==> config.mk <==
export PLATFORM = sky130hd
export DESIGN_NAME = joystick_pose_slew_tracker
export DESIGN_NICKNAME = d
export VERILOG_FILES = /design/src/rtl/jpst_pkg.sv /design/src/rtl/joystick_pose_slew_tracker.sv /design/src/rtl/jpst_cordic_cell.sv
export VERILOG_INCLUDE_DIRS = /design/src /design/src/rtl
export SDC_FILE = /design/constraint.sdc
export NUM_CORES = 2
export LEC_CHECK = 0
export BUFFER_PORTS_ARGS = -buffer_cell sky130_fd_sc_hd__buf_2
export CAP_MARGIN = 15
export CORE_MARGIN = 2
export CORE_UTILIZATION = 30
export CTS_CLUSTER_DIAMETER = 120
export DETAILED_ROUTE_END_ITERATION = 8
export GPL_TIMING_DRIVEN = 1
export PLACE_DENSITY = 0.48
export SETUP_SLACK_MARGIN = 0.2
export SLEW_MARGIN = 20
export SYNTH_ARGS = -nofsm -noshare
export SYNTH_HDL_FRONTEND = slang
export SYNTH_HIERARCHICAL = 1
export SYNTH_SLANG_ARGS = --single-unit
==> constraint.sdc <==
create_clock -name aclk -period 9.04 [get_ports aclk]
set_input_delay 0.452 -clock aclk [delete_from_list [all_inputs] [get_ports aclk]]
set_output_delay 0.452 -clock aclk [all_outputs]
set_load 0.01 [all_outputs]
==> src/rtl/joystick_pose_slew_tracker_defines.svh <==
// Assertion macros shared by the pose slew tracker RTL.
`ifndef JOYSTICK_POSE_SLEW_TRACKER_DEFINES_SVH
`define JOYSTICK_POSE_SLEW_TRACKER_DEFINES_SVH

// Condition that must hold at every clock edge outside reset.
`define JPST_ASSERT_ALWAYS(lbl, cond) \
    lbl: assert property (@(posedge aclk) disable iff (!aresetn) (cond)) \
        else $error("pose tracker check failed");

// Same-cycle implication.
`define JPST_ASSERT_IMPL(lbl, ante, cons) \
    lbl: assert property (@(posedge aclk) disable iff (!aresetn) (ante) |-> (cons)) \
        else $error("pose tracker check failed");

// Next-cycle implication.
`define JPST_ASSERT_NEXT(lbl, ante, cons) \
    lbl: assert property (@(posedge aclk) disable iff (!aresetn) (ante) |=> (cons)) \
        else $error("pose tracker check failed");

`endif

==> src/rtl/jpst_pkg.sv <==
// Types, constants and the arctangent table of the pose slew tracker.
package jpst_pkg;

    localparam int CORDIC_W = 20;
    localparam int Z_W = 32;
    localparam logic [Z_W-1:0] HALF_TURN = 32'h8000_0000;

    localparam logic REG_DEAD_ZONE = 1'b0;
    localparam logic REG_ANGLE_STEP = 1'b1;

    typedef struct packed {
        logic                       valid;
        logic signed [CORDIC_W-1:0] x;
        logic signed [CORDIC_W-1:0] y;
        logic [Z_W-1:0]             z;
    } cordic_t;

    function automatic logic [Z_W-1:0] atan_turn(input logic [4:0] idx);
        logic [Z_W-1:0] a;
        case (idx)
            5'd0:    a = 32'h20000000;
            5'd1:    a = 32'h12E4051D;
            5'd2:    a = 32'h09FB385B;
            5'd3:    a = 32'h051111D4;
            5'd4:    a = 32'h028B0D43;
            5'd5:    a = 32'h0145D7E1;
            5'd6:    a = 32'h00A2F61E;
            5'd7:    a = 32'h00517C55;
            5'd8:    a = 32'h0028BE53;
            5'd9:    a = 32'h00145F2F;
            5'd10:   a = 32'h000A2F98;
            5'd11:   a = 32'h000517CC;
            5'd12:   a = 32'h00028BE6;
            5'd13:   a = 32'h000145F3;
            5'd14:   a = 32'h0000A2F9;
            5'd15:   a = 32'h0000517C;
            5'd16:   a = 32'h000028BE;
            5'd17:   a = 32'h0000145F;
            5'd18:   a = 32'h00000A2F;
            5'd19:   a = 32'h00000517;
            5'd20:   a = 32'h0000028B;
            5'd21:   a = 32'h00000145;
            5'd22:   a = 32'h000000A2;
            5'd23:   a = 32'h00000051;
            default: a = '0;
        endcase
        return a;
    endfunction

    function automatic logic [16:0] mag17(input logic signed [15:0] v);
        logic signed [16:0] e;
        e = 17'(v);
        return (e < 0) ? 17'(-e) : 17'(e);
    endfunction

endpackage

==> src/rtl/joystick_pose_slew_tracker.sv <==
// Top level of the joystick pose slew tracker.
// The s_ channel takes one transfer per tick with four stick axes in Q1.14.
// The m_ channel gives one transfer per tick with x, y and the heading.
// Left-stick axes above the dead zone are added into saturating x and y
// accumulators, left_x negated, as soon as the input transfer is accepted.
// The right stick goes through a row of CORDIC_STEPS cells, one iteration
// per cell and cycle, to find the target heading atan2(right_y, -right_x).
// The heading then slews by at most angle_step toward it or snaps to it, but
// only when a right-stick axis is above the dead zone. A new tick is not
// accepted until the previous result has been loaded into the output register.
// Only one tick is in the row at a time; s_tready is high while the row and
// the hold stage are empty.
// The result sits in an output register, so the next tick is accepted while
// it waits; if the receiver stalls, a second result waits in the hold stage
// and s_tready stays low until the output register frees up.
// Reset clears position and heading and loads the default dead zone and
// step; dead_zone is at APB address 0 and angle_step at address 4.
`include "joystick_pose_slew_tracker_defines.svh"

module joystick_pose_slew_tracker #(
    parameter int POS_BITS = 32,
    parameter int ANGLE_BITS = 16,
    parameter int CORDIC_STEPS = 16
) (
    input  logic        aclk,
    input  logic        aresetn,
    input  logic        s_tvalid,
    output logic        s_tready,
    // left_x [15:0], left_y [31:16], right_x [47:32], right_y [63:48]
    input  logic [63:0] s_tdata,
    output logic        m_tvalid,
    input  logic        m_tready,
    // pos_x [31:0], pos_y [63:32], heading [79:64]
    output logic [79:0] m_tdata,
    input  logic        psel,
    input  logic        penable,
    input  logic        pwrite,
    input  logic [2:0]  paddr,
    input  logic [31:0] pwdata,
    output logic [31:0] prdata,
    output logic        pready
);

    localparam int SW = (ANGLE_BITS > 15) ? ANGLE_BITS + 1 : 16;
    localparam int CW = jpst_pkg::CORDIC_W;

    typedef enum logic [2:0] {
        ST_IDLE = 3'b001,
        ST_RUN  = 3'b010,
        ST_HOLD = 3'b100
    } state_t;

    state_t state_reg, state_next;

    logic [14:0] dead_zone_reg;
    logic [14:0] angle_step_reg;
    logic signed [POS_BITS-1:0] x_accum_reg, x_accum_next;
    logic signed [POS_BITS-1:0] y_accum_reg, y_accum_next;
    logic [ANGLE_BITS-1:0] heading_reg, heading_next;
    logic active_reg, active_next;
    logic m_tvalid_reg, m_tvalid_next;
    logic [79:0] m_tdata_reg;

    logic s_accept;
    logic cfg_write;
    logic out_load;
    logic signed [15:0] lx, ly, rx, ry;
    logic signed [16:0] dlx, dly;
    logic signed [POS_BITS:0] sum_x, sum_y;
    logic signed [POS_BITS-1:0] pos_max, pos_min;

    jpst_pkg::cordic_t chain [0:CORDIC_STEPS];
    logic [CORDIC_STEPS-1:0] cell_valid;
    logic signed [CW-1:0] x0;
    logic signed [CW-1:0] y0;

    logic [jpst_pkg::Z_W-1:0] z_round;
    logic [ANGLE_BITS-1:0] target;
    logic [ANGLE_BITS-1:0] diff;
    logic [ANGLE_BITS-1:0] dmag;
    logic [ANGLE_BITS-1:0] step_a;
    logic diff_pos;
    logic last_valid;

    assign lx = s_tdata[15:0];
    assign ly = s_tdata[31:16];
    assign rx = s_tdata[47:32];
    assign ry = s_tdata[63:48];

    assign s_tready = (state_reg == ST_IDLE);
    assign s_accept = s_tvalid && s_tready;

    // Configuration registers.
    assign pready = 1'b1;
    assign cfg_write = psel && penable && pwrite && pready;

    always_ff @(posedge aclk) begin
        if (!aresetn) begin
            dead_zone_reg <= 15'd1638;
            angle_step_reg <= 15'd913;
        end else if (cfg_write) begin
            case (paddr[2])
                jpst_pkg::REG_DEAD_ZONE:  dead_zone_reg <= pwdata[14:0];
                jpst_pkg::REG_ANGLE_STEP: angle_step_reg <= pwdata[14:0];
                default: ;
            endcase
        end
    end

    always_comb begin
        case (paddr[2])
            jpst_pkg::REG_DEAD_ZONE:  prdata = {17'd0, dead_zone_reg};
            jpst_pkg::REG_ANGLE_STEP: prdata = {17'd0, angle_step_reg};
            default:                  prdata = '0;
        endcase
    end

    // Saturating position update.
    assign pos_max = {1'b0, {(POS_BITS-1){1'b1}}};
    assign pos_min = {1'b1, {(POS_BITS-1){1'b0}}};
    assign dlx = -(17'(lx));
    assign dly = 17'(ly);
    assign sum_x = (POS_BITS+1)'(x_accum_reg) + (POS_BITS+1)'(dlx);
    assign sum_y = (POS_BITS+1)'(y_accum_reg) + (POS_BITS+1)'(dly);

    always_comb begin
        x_accum_next = x_accum_reg;
        y_accum_next = y_accum_reg;
        active_next = active_reg;
        if (s_accept) begin
            if (jpst_pkg::mag17(lx) > 17'(dead_zone_reg)) begin
                if (sum_x[POS_BITS] != sum_x[POS_BITS-1]) begin
                    x_accum_next = sum_x[POS_BITS] ? pos_min : pos_max;
                end else begin
                    x_accum_next = sum_x[POS_BITS-1:0];
                end
            end
            if (jpst_pkg::mag17(ly) > 17'(dead_zone_reg)) begin
                if (sum_y[POS_BITS] != sum_y[POS_BITS-1]) begin
                    y_accum_next = sum_y[POS_BITS] ? pos_min : pos_max;
                end else begin
                    y_accum_next = sum_y[POS_BITS-1:0];
                end
            end
            active_next = (jpst_pkg::mag17(rx) > 17'(dead_zone_reg))
                       || (jpst_pkg::mag17(ry) > 17'(dead_zone_reg));
        end
    end

    // Entry of the cell row: a vector in the left half plane turns by half a turn.
    always_comb begin
        x0 = -(CW'(rx));
        y0 = CW'(ry);
        chain[0].valid = s_accept;
        if (x0 < 0) begin
            chain[0].x = -x0;
            chain[0].y = -y0;
            chain[0].z = jpst_pkg::HALF_TURN;
        end else begin
            chain[0].x = x0;
            chain[0].y = y0;
            chain[0].z = '0;
        end
    end

    for (genvar g = 0; g < CORDIC_STEPS; g++) begin : g_cell
        jpst_cordic_cell #(
            .SHIFT(g)
        ) u_cell (
            .aclk    (aclk),
            .aresetn (aresetn),
            .d_i     (chain[g]),
            .q_o     (chain[g+1])
        );
        assign cell_valid[g] = chain[g+1].valid;
    end

    assign last_valid = chain[CORDIC_STEPS].valid;

    // Heading slew or snap.
    always_comb begin
        z_round = chain[CORDIC_STEPS].z
                + (jpst_pkg::Z_W'(1) << (jpst_pkg::Z_W - 1 - ANGLE_BITS));
        target = z_round[jpst_pkg::Z_W-1 -: ANGLE_BITS];
        diff = target - heading_reg;
        diff_pos = (diff <= (ANGLE_BITS'(1) << (ANGLE_BITS - 1)));
        dmag = diff_pos ? diff : (ANGLE_BITS'(0) - diff);
        step_a = ANGLE_BITS'(angle_step_reg);
        heading_next = heading_reg;
        if (state_reg == ST_RUN && last_valid && active_reg) begin
            if (SW'(dmag) > SW'(angle_step_reg)) begin
                heading_next = diff_pos ? heading_reg + step_a : heading_reg - step_a;
            end else begin
                heading_next = target;
            end
        end
    end

    // Sequencer and output register.
    assign out_load = (state_reg == ST_HOLD) && (!m_tvalid_reg || m_tready);

    always_comb begin
        state_next = state_reg;
        case (state_reg)
            ST_IDLE: begin
                if (s_accept) begin
                    state_next = ST_RUN;
                end
            end
            ST_RUN: begin
                if (last_valid) begin
                    state_next = ST_HOLD;
                end
            end
            ST_HOLD: begin
                if (out_load) begin
                    state_next = ST_IDLE;
                end
            end
            default: state_next = ST_IDLE;
        endcase
        m_tvalid_next = m_tvalid_reg;
        if (m_tvalid_reg && m_tready) begin
            m_tvalid_next = 1'b0;
        end
        if (out_load) begin
            m_tvalid_next = 1'b1;
        end
    end

    always_ff @(posedge aclk) begin
        if (!aresetn) begin
            state_reg <= ST_IDLE;
            x_accum_reg <= '0;
            y_accum_reg <= '0;
            heading_reg <= '0;
            active_reg <= 1'b0;
            m_tvalid_reg <= 1'b0;
        end else begin
            state_reg <= state_next;
            x_accum_reg <= x_accum_next;
            y_accum_reg <= y_accum_next;
            heading_reg <= heading_next;
            active_reg <= active_next;
            m_tvalid_reg <= m_tvalid_next;
        end
    end

    always_ff @(posedge aclk) begin
        if (out_load) begin
            m_tdata_reg <= {16'(heading_reg), 32'(64'(y_accum_reg)), 32'(64'(x_accum_reg))};
        end
    end

    assign m_tvalid = m_tvalid_reg;
    assign m_tdata = m_tdata_reg;

    `JPST_ASSERT_ALWAYS(a_one_in_row, $onehot0(cell_valid))
    `JPST_ASSERT_IMPL(a_row_busy, (cell_valid != '0), (state_reg == ST_RUN))
    `JPST_ASSERT_NEXT(a_head_hold, !(last_valid && state_reg == ST_RUN), $stable(heading_reg))
    `JPST_ASSERT_IMPL(a_hold_empty, (state_reg == ST_HOLD), (cell_valid == '0))

endmodule

==> src/rtl/jpst_cordic_cell.sv <==
// One vectoring CORDIC iteration cell with a registered output.
module jpst_cordic_cell #(
    parameter int SHIFT = 0
) (
    input  logic             aclk,
    input  logic             aresetn,
    input  jpst_pkg::cordic_t d_i,
    output jpst_pkg::cordic_t q_o
);

    localparam logic [jpst_pkg::Z_W-1:0] ATAN = jpst_pkg::atan_turn(5'(SHIFT));

    jpst_pkg::cordic_t q_reg;
    jpst_pkg::cordic_t q_next;
    logic signed [jpst_pkg::CORDIC_W-1:0] dx;
    logic signed [jpst_pkg::CORDIC_W-1:0] dy;
    logic rot_cw;

    always_comb begin
        dx = d_i.y >>> SHIFT;
        dy = d_i.x >>> SHIFT;
        rot_cw = !d_i.y[jpst_pkg::CORDIC_W-1] && (d_i.y != '0);
        q_next.valid = d_i.valid;
        if (rot_cw) begin
            q_next.x = d_i.x + dx;
            q_next.y = d_i.y - dy;
            q_next.z = d_i.z + ATAN;
        end else begin
            q_next.x = d_i.x - dx;
            q_next.y = d_i.y + dy;
            q_next.z = d_i.z - ATAN;
        end
    end

    always_ff @(posedge aclk) begin
        if (!aresetn) begin
            q_reg.valid <= 1'b0;
        end else begin
            q_reg.valid <= q_next.valid;
        end
        q_reg.x <= q_next.x;
        q_reg.y <= q_next.y;
        q_reg.z <= q_next.z;
    end

    assign q_o = q_reg;

endmodule

* After elaboration in Yosys (flattened, before gate mapping)
Cells that the tools add are included.
** Cells by class
- $add $sub $neg :: 105
- Order comparisons :: 11
- Eq/ne operators :: 8
- Mux-type cells :: 35
- Bitwise gates (word level) :: 1
- Reduce and logical (&&, ||, !) cells :: 64
** Operators with widths (count)
- 72-bit 2-to-1 mux :: 16
- 20-bit nonzero test :: 16
- 32-bit 2-to-1 mux :: 5
- 17-bit by 15-bit > comparator with 1-bit output :: 4
- 17-bit 2-to-1 mux :: 4
- 16-bit negator with 17-bit output :: 4
- 32-bit by 16-bit adder with 32-bit output (second input constant) :: 2
- 16-bit by 1-bit < comparator with 1-bit output (second input constant) :: 4
- 32-bit case mux with 2 select lines :: 1
- 16-bit 2-to-1 mux :: 3
- 20-bit by 10-bit adder with 20-bit output :: 2
- 20-bit by 11-bit adder with 20-bit output :: 2
- 20-bit by 12-bit adder with 20-bit output :: 2
- 20-bit by 13-bit adder with 20-bit output :: 2
- 20-bit by 14-bit adder with 20-bit output :: 2
- 20-bit by 15-bit adder with 20-bit output :: 2
- 20-bit by 16-bit adder with 20-bit output :: 2
- 20-bit by 17-bit adder with 20-bit output :: 2
- 20-bit by 18-bit adder with 20-bit output :: 2
- 20-bit by 19-bit adder with 20-bit output :: 2
- 20-bit by 6-bit adder with 20-bit output :: 2
- 20-bit by 7-bit adder with 20-bit output :: 2
- 20-bit by 8-bit adder with 20-bit output :: 2
- 20-bit by 9-bit adder with 20-bit output :: 2
- 74 further kinds :: 137
** Word-level totals
- Flip-flop bits (word level) :: 1303
- Input bits :: 106

* Logic depth before layout (Yosys ltp)
- Depth after elaboration :: 6
- Mapped depth :: 30
- Mapped depth without buffers :: 27

* Hierarchy
Netlist, hierarchy kept.
** Modules (own cells, without submodules)
- joystick_pose_slew_tracker :: instances 1, cells each 2038, area an instance 16941.2 µm², sequential area each 4704.5 µm²
- jpst_cordic_cell (g_cell[6].u_cell) :: instances 1, cells each 724, area an instance 6005.8 µm², sequential area each 1461.4 µm²
- jpst_cordic_cell (g_cell[2].u_cell) :: instances 1, cells each 719, area an instance 5967.0 µm², sequential area each 1461.4 µm²
- jpst_cordic_cell (g_cell[1].u_cell) :: instances 1, cells each 675, area an instance 5690.5 µm², sequential area each 1461.4 µm²
- jpst_cordic_cell (g_cell[4].u_cell) :: instances 1, cells each 664, area an instance 5685.5 µm², sequential area each 1461.4 µm²
- jpst_cordic_cell (g_cell[8].u_cell) :: instances 1, cells each 687, area an instance 5641.7 µm², sequential area each 1461.4 µm²
- jpst_cordic_cell (g_cell[7].u_cell) :: instances 1, cells each 645, area an instance 5591.6 µm², sequential area each 1461.4 µm²
- jpst_cordic_cell (g_cell[3].u_cell) :: instances 1, cells each 647, area an instance 5527.8 µm², sequential area each 1461.4 µm²
- jpst_cordic_cell (g_cell[5].u_cell) :: instances 1, cells each 656, area an instance 5515.3 µm², sequential area each 1461.4 µm²
- jpst_cordic_cell (g_cell[9].u_cell) :: instances 1, cells each 643, area an instance 5507.8 µm², sequential area each 1461.4 µm²
- jpst_cordic_cell (g_cell[13].u_cell) :: instances 1, cells each 658, area an instance 5495.3 µm², sequential area each 1461.4 µm²
- jpst_cordic_cell (g_cell[11].u_cell) :: instances 1, cells each 622, area an instance 5400.2 µm², sequential area each 1461.4 µm²
- jpst_cordic_cell (g_cell[10].u_cell) :: instances 1, cells each 609, area an instance 5336.4 µm², sequential area each 1461.4 µm²
- jpst_cordic_cell (g_cell[15].u_cell) :: instances 1, cells each 591, area an instance 5263.8 µm², sequential area each 1461.4 µm²
- 3 more rows

* Least setup slack after synthesis
No wires, ideal clock.
- Path kind :: register to register
- Start :: register g_cell[15].u_cell.q_reg (netlist bit g_cell[15].u_cell/q_o[17])
- End :: register heading_reg[0]
- Setup time :: 0.133 ns
- Arrival :: 5.736 ns
- Data required time :: 8.907 ns
- Setup slack :: 3.172 ns
- Stages on the path, launching flop included :: 30
- Clock period less this slack :: 5.868 ns
- Path through :: dfxtp_1 > and3_1 > and3_1 > and2_1 > nor2b_1 > xor2_1 > ha_1 > clkbuf_1 > or2_1 > a211o_1 > a221o_1 > nand4bb_1 > nor4_1 > nand2b_1 > buf_2 > nor2_1 > a21oi_1 > ha_1 > nor2b_1 > o21a_1 > o21a_1 > o21ai_0 > a21oi_1 > o211a_1 > o21ai_0 > and2_1 > buf_2 > buf_2 > mux2i_1 > a21oi_1
** On the way
- Cells in the longest elaborated chain, start to end :: 6
** Ends and longest elaborated chain
- start: declaration :: line jpst_cordic_cell.sv:13 : jpst_pkg::cordic_t q_reg;
- 32-bit by 16-bit adder with 32-bit output * :: line joystick_pose_slew_tracker.sv:183 : + (jpst_pkg::Z_W'(1) << (jpst_pkg::Z_W - 1 - ANGLE_BITS));
- 16-bit subtractor * :: line joystick_pose_slew_tracker.sv:185 : diff = target - heading_reg;
- 1-bit by 16-bit subtractor with 16-bit output or 16-bit less-or-equal comparator (tied branches) :: line joystick_pose_slew_tracker.sv:187, joystick_pose_slew_tracker.sv:186
- 16-bit 2-to-1 mux :: line joystick_pose_slew_tracker.sv:187 : dmag = diff_pos ? diff : (ANGLE_BITS'(0) - diff);
- 16-bit by 15-bit > comparator with 1-bit output :: line joystick_pose_slew_tracker.sv:191 : if (SW'(dmag) > SW'(angle_step_reg)) begin
- 16-bit 2-to-1 mux * :: line joystick_pose_slew_tracker.sv:191
- end signal: assignment :: line joystick_pose_slew_tracker.sv:243 : heading_reg <= heading_next;
- end: declaration :: line joystick_pose_slew_tracker.sv:59 : logic [ANGLE_BITS-1:0] heading_reg, heading_next;
Every way passes the cells marked *; elsewhere a longest branch is shown, timed or not.
A chain may end at the register's enable or synchronous reset.

* Worst setup path after layout
- Start :: register g_cell[15].u_cell.q_reg (netlist bit g_cell[15].u_cell/q_o[17])
- End :: register heading_reg[15]
** On the way
- Cells in the longest elaborated chain, start to end :: 6
** Ends and longest elaborated chain (line)
- 32-bit by 16-bit adder with 32-bit output * :: joystick_pose_slew_tracker.sv:183
- 16-bit subtractor :: joystick_pose_slew_tracker.sv:185
- 1-bit by 16-bit subtractor with 16-bit output or 16-bit less-or-equal comparator (tied branches) :: joystick_pose_slew_tracker.sv:187, joystick_pose_slew_tracker.sv:186
- 16-bit 2-to-1 mux :: joystick_pose_slew_tracker.sv:187
- 16-bit by 15-bit > comparator with 1-bit output :: joystick_pose_slew_tracker.sv:191
- 16-bit 2-to-1 mux * :: joystick_pose_slew_tracker.sv:191
Marked as above.

==> summary.md <==
| Metric | Value |
|---|---|
| Root buffer cell | `clkbuf_16` |
| Worst setup EP type | `flip-flop` |
| CTS tree | `built` |
| Wire per inst | `18.11 um` |
| Syn Area/Cell | `8.454 um2` |
| Crit-path slowest cell | `nand2b_1` |
| Critical path's largest stage delay | `0.52 ns` |
| Hold Path Class | `in2reg` |
| # Post-CTS Setup Buffers | `0` |
| Slew @ Worst Pin | `1.071 ns` |
| Gate Count Post-Synth | `11740` |
| Cts bufs inserted | `170` |
| Peak Freq | `0.1404 GHz` |
| Drt drc | `0` |
| Crit share post-route | `78.77%` |
| Final hold vios | `0` |
| Ys Warns | `6` |
| Area delta synth->final | `11.85%` |
| Post-Route WL | `297.9 mm` |
| Post-DP HPWL | `238.4 mm` |
| Initial Util | `30.09%` |
| Fin. max-slew vios | `0` |
| # rows | `211` |
| First-pass GRT wire length | `462.7 mm` |
| CP startpoint kind | `flip-flop` |
| Critical Path RT | `9.76 ns` |
| Nets | `13310` |
| Max reg flops | `1076` |
| Clk_skew | `0.06781 ns` |
| Die W | `579.1 um` |
| CTS max path bufs | `4` |
| Finished Layout Cells | `16450` |
| DIE AREA | `335300 um2` |
| Core box area | `329700 um2` |
| Minimum clock period | `7.120 ns` |
| Gp weighted congestion | `0.8651` |
| First-pass detailed-route iteration total | `5` |
| Gr ovfl total | `0` |
| CP Class | `reg2reg` |
| Cells after DPL | `16090` |
| Worst Path Arrival | `7.84 ns` |
| Worst skew pair latency | `0.88 ns` |
| Routed vias/inst | `5.111` |
| Setup violations, final | `0` |
| Post-Route Utilization | `33.65%` |
| Crit-path max FO | `13` |
| CP top delay family | `simple AND/OR/NAND/NOR gates` |
| Vias | `84050` |
| Count of clock tree sinks | `1271` |
| ANT nets after route | `0` |
| Crit path top cell by count | `xnor2_1` |
| Setup TNS | `0 ns` |
| Slew HR | `28.49%` |
| Max-Cap Viols | `0` |
| Number of global-route vias before repair | `80330` |
| Largest net degree at the start of global routing | `72` |
| Ports | `221` |
| Filler cell count | `34710` |
| Initial drt markers | `4599` |
| Global-route usage over all layers | `17.19%` |
| CP Buf/Inv Count | `0` |
| Setup repair after global routing missed its margin | `false` |
| Cts repair resizes | `0` |
| DIE HEIGHT | `579.1 um` |
| Layout cells sized above 1 | `6.672%` |
| Initial antenna violation count | `31` |
| Reg clk slew, reported paths | `0.06 ns` |
| CTS Hold Bufs | `17` |
| Syn Std Cell Area | `99210 um2` |
| Count of input and output buffers | `183` |
| H-tree levels | `4` |
| Status | `complete, no violations` |
[cell usage in the layout (no fill, tap or decap), types with 140 or more instances in the layout]
master and instances:
a21o_1 454, clkbuf_16 174, o21ai_0 673, o21a_1 152
nor3_1 251, nand4_1 140, a21oi_1 1154, inv_1 509
xnor2_1 883, ha_1 1235, buf_2 182, dfxtp_1 1191
nand2_1 767, o21bai_1 154, nor2_1 789, xor2_1 450
nand3_1 257
[area by class of cell]
cell class	instances	area (um2)	share of cell area (%)
clock buffers	221	4791	4.317
repair buffers	261	1546	1.394
multi-input cells	9686	69860	62.96
clock inverters	88	1012	0.9122
well taps	4366	5463	4.923
diodes	28	70.07	0.06314
flip-flops and latches	1271	26250	23.65
inverters	524	1977	1.782
[worst reg2reg max path, delay by kind of cell, from the launching register on]
| family | cells | cell delay, ns |
|---|---|---|
| adders and majority gates | 2 | 0.68 |
| and+or+nand+nor | 10 | 2.89 |
| AOI/OAI and AO/OA | 11 | 2.40 |
| DFF | 1 | 0.38 |
| xor gates and xnor gates | 4 | 0.64 |
[metal layers]
layer  vias up  part of all wire, %  wire length [um]  GRT usage, %
li1      43340                    -                 -             -
met3       404                  3.2              9526         1.902
met1     39000                   46            136800         22.01
met2      1307                   46            138200         29.05
met4         6                  4.5             13350         7.478
met5         -                0.011                32             0
[worst paths after layout]
kind	from	endpoint	slack [ns]	cells after the start
setup / recovery	g_cell[15].u_cell/q_o[17]$_DFF_P_	heading_reg[15]$_SDFFE_PN0P_	1.92	27
hold / removal	s_tdata[0]	x_accum_reg[0]$_SDFFE_PN0P_	0.1	4
setup reg to reg	g_cell[15].u_cell/q_o[17]$_DFF_P_	heading_reg[15]$_SDFFE_PN0P_	1.92	27
hold reg to reg	g_cell[9].u_cell/q_o[0]$_DFF_P_	g_cell[10].u_cell/q_o[0]$_DFF_P_	0.32	0
[per-stage QoR]
stage / cell area, um2 / setup WS [ns] / hold slack, ns
final: 111000 / 1.920 / 0.09997
after global routing: 111000 / 1.272 / 0.1122
after CTS: 110900 / 1.882 / 0.01284
after detailed placement: 104900 / 1.918 / 0.3132
after global placement: 104900 / 1.877 / 0.3146
after floorplan: 99490 / 3.172 / 0.3096
Power is left out: the tool's default activity adds up to more than one toggle a clock period on the data nets, which glitch-free logic cannot reach.
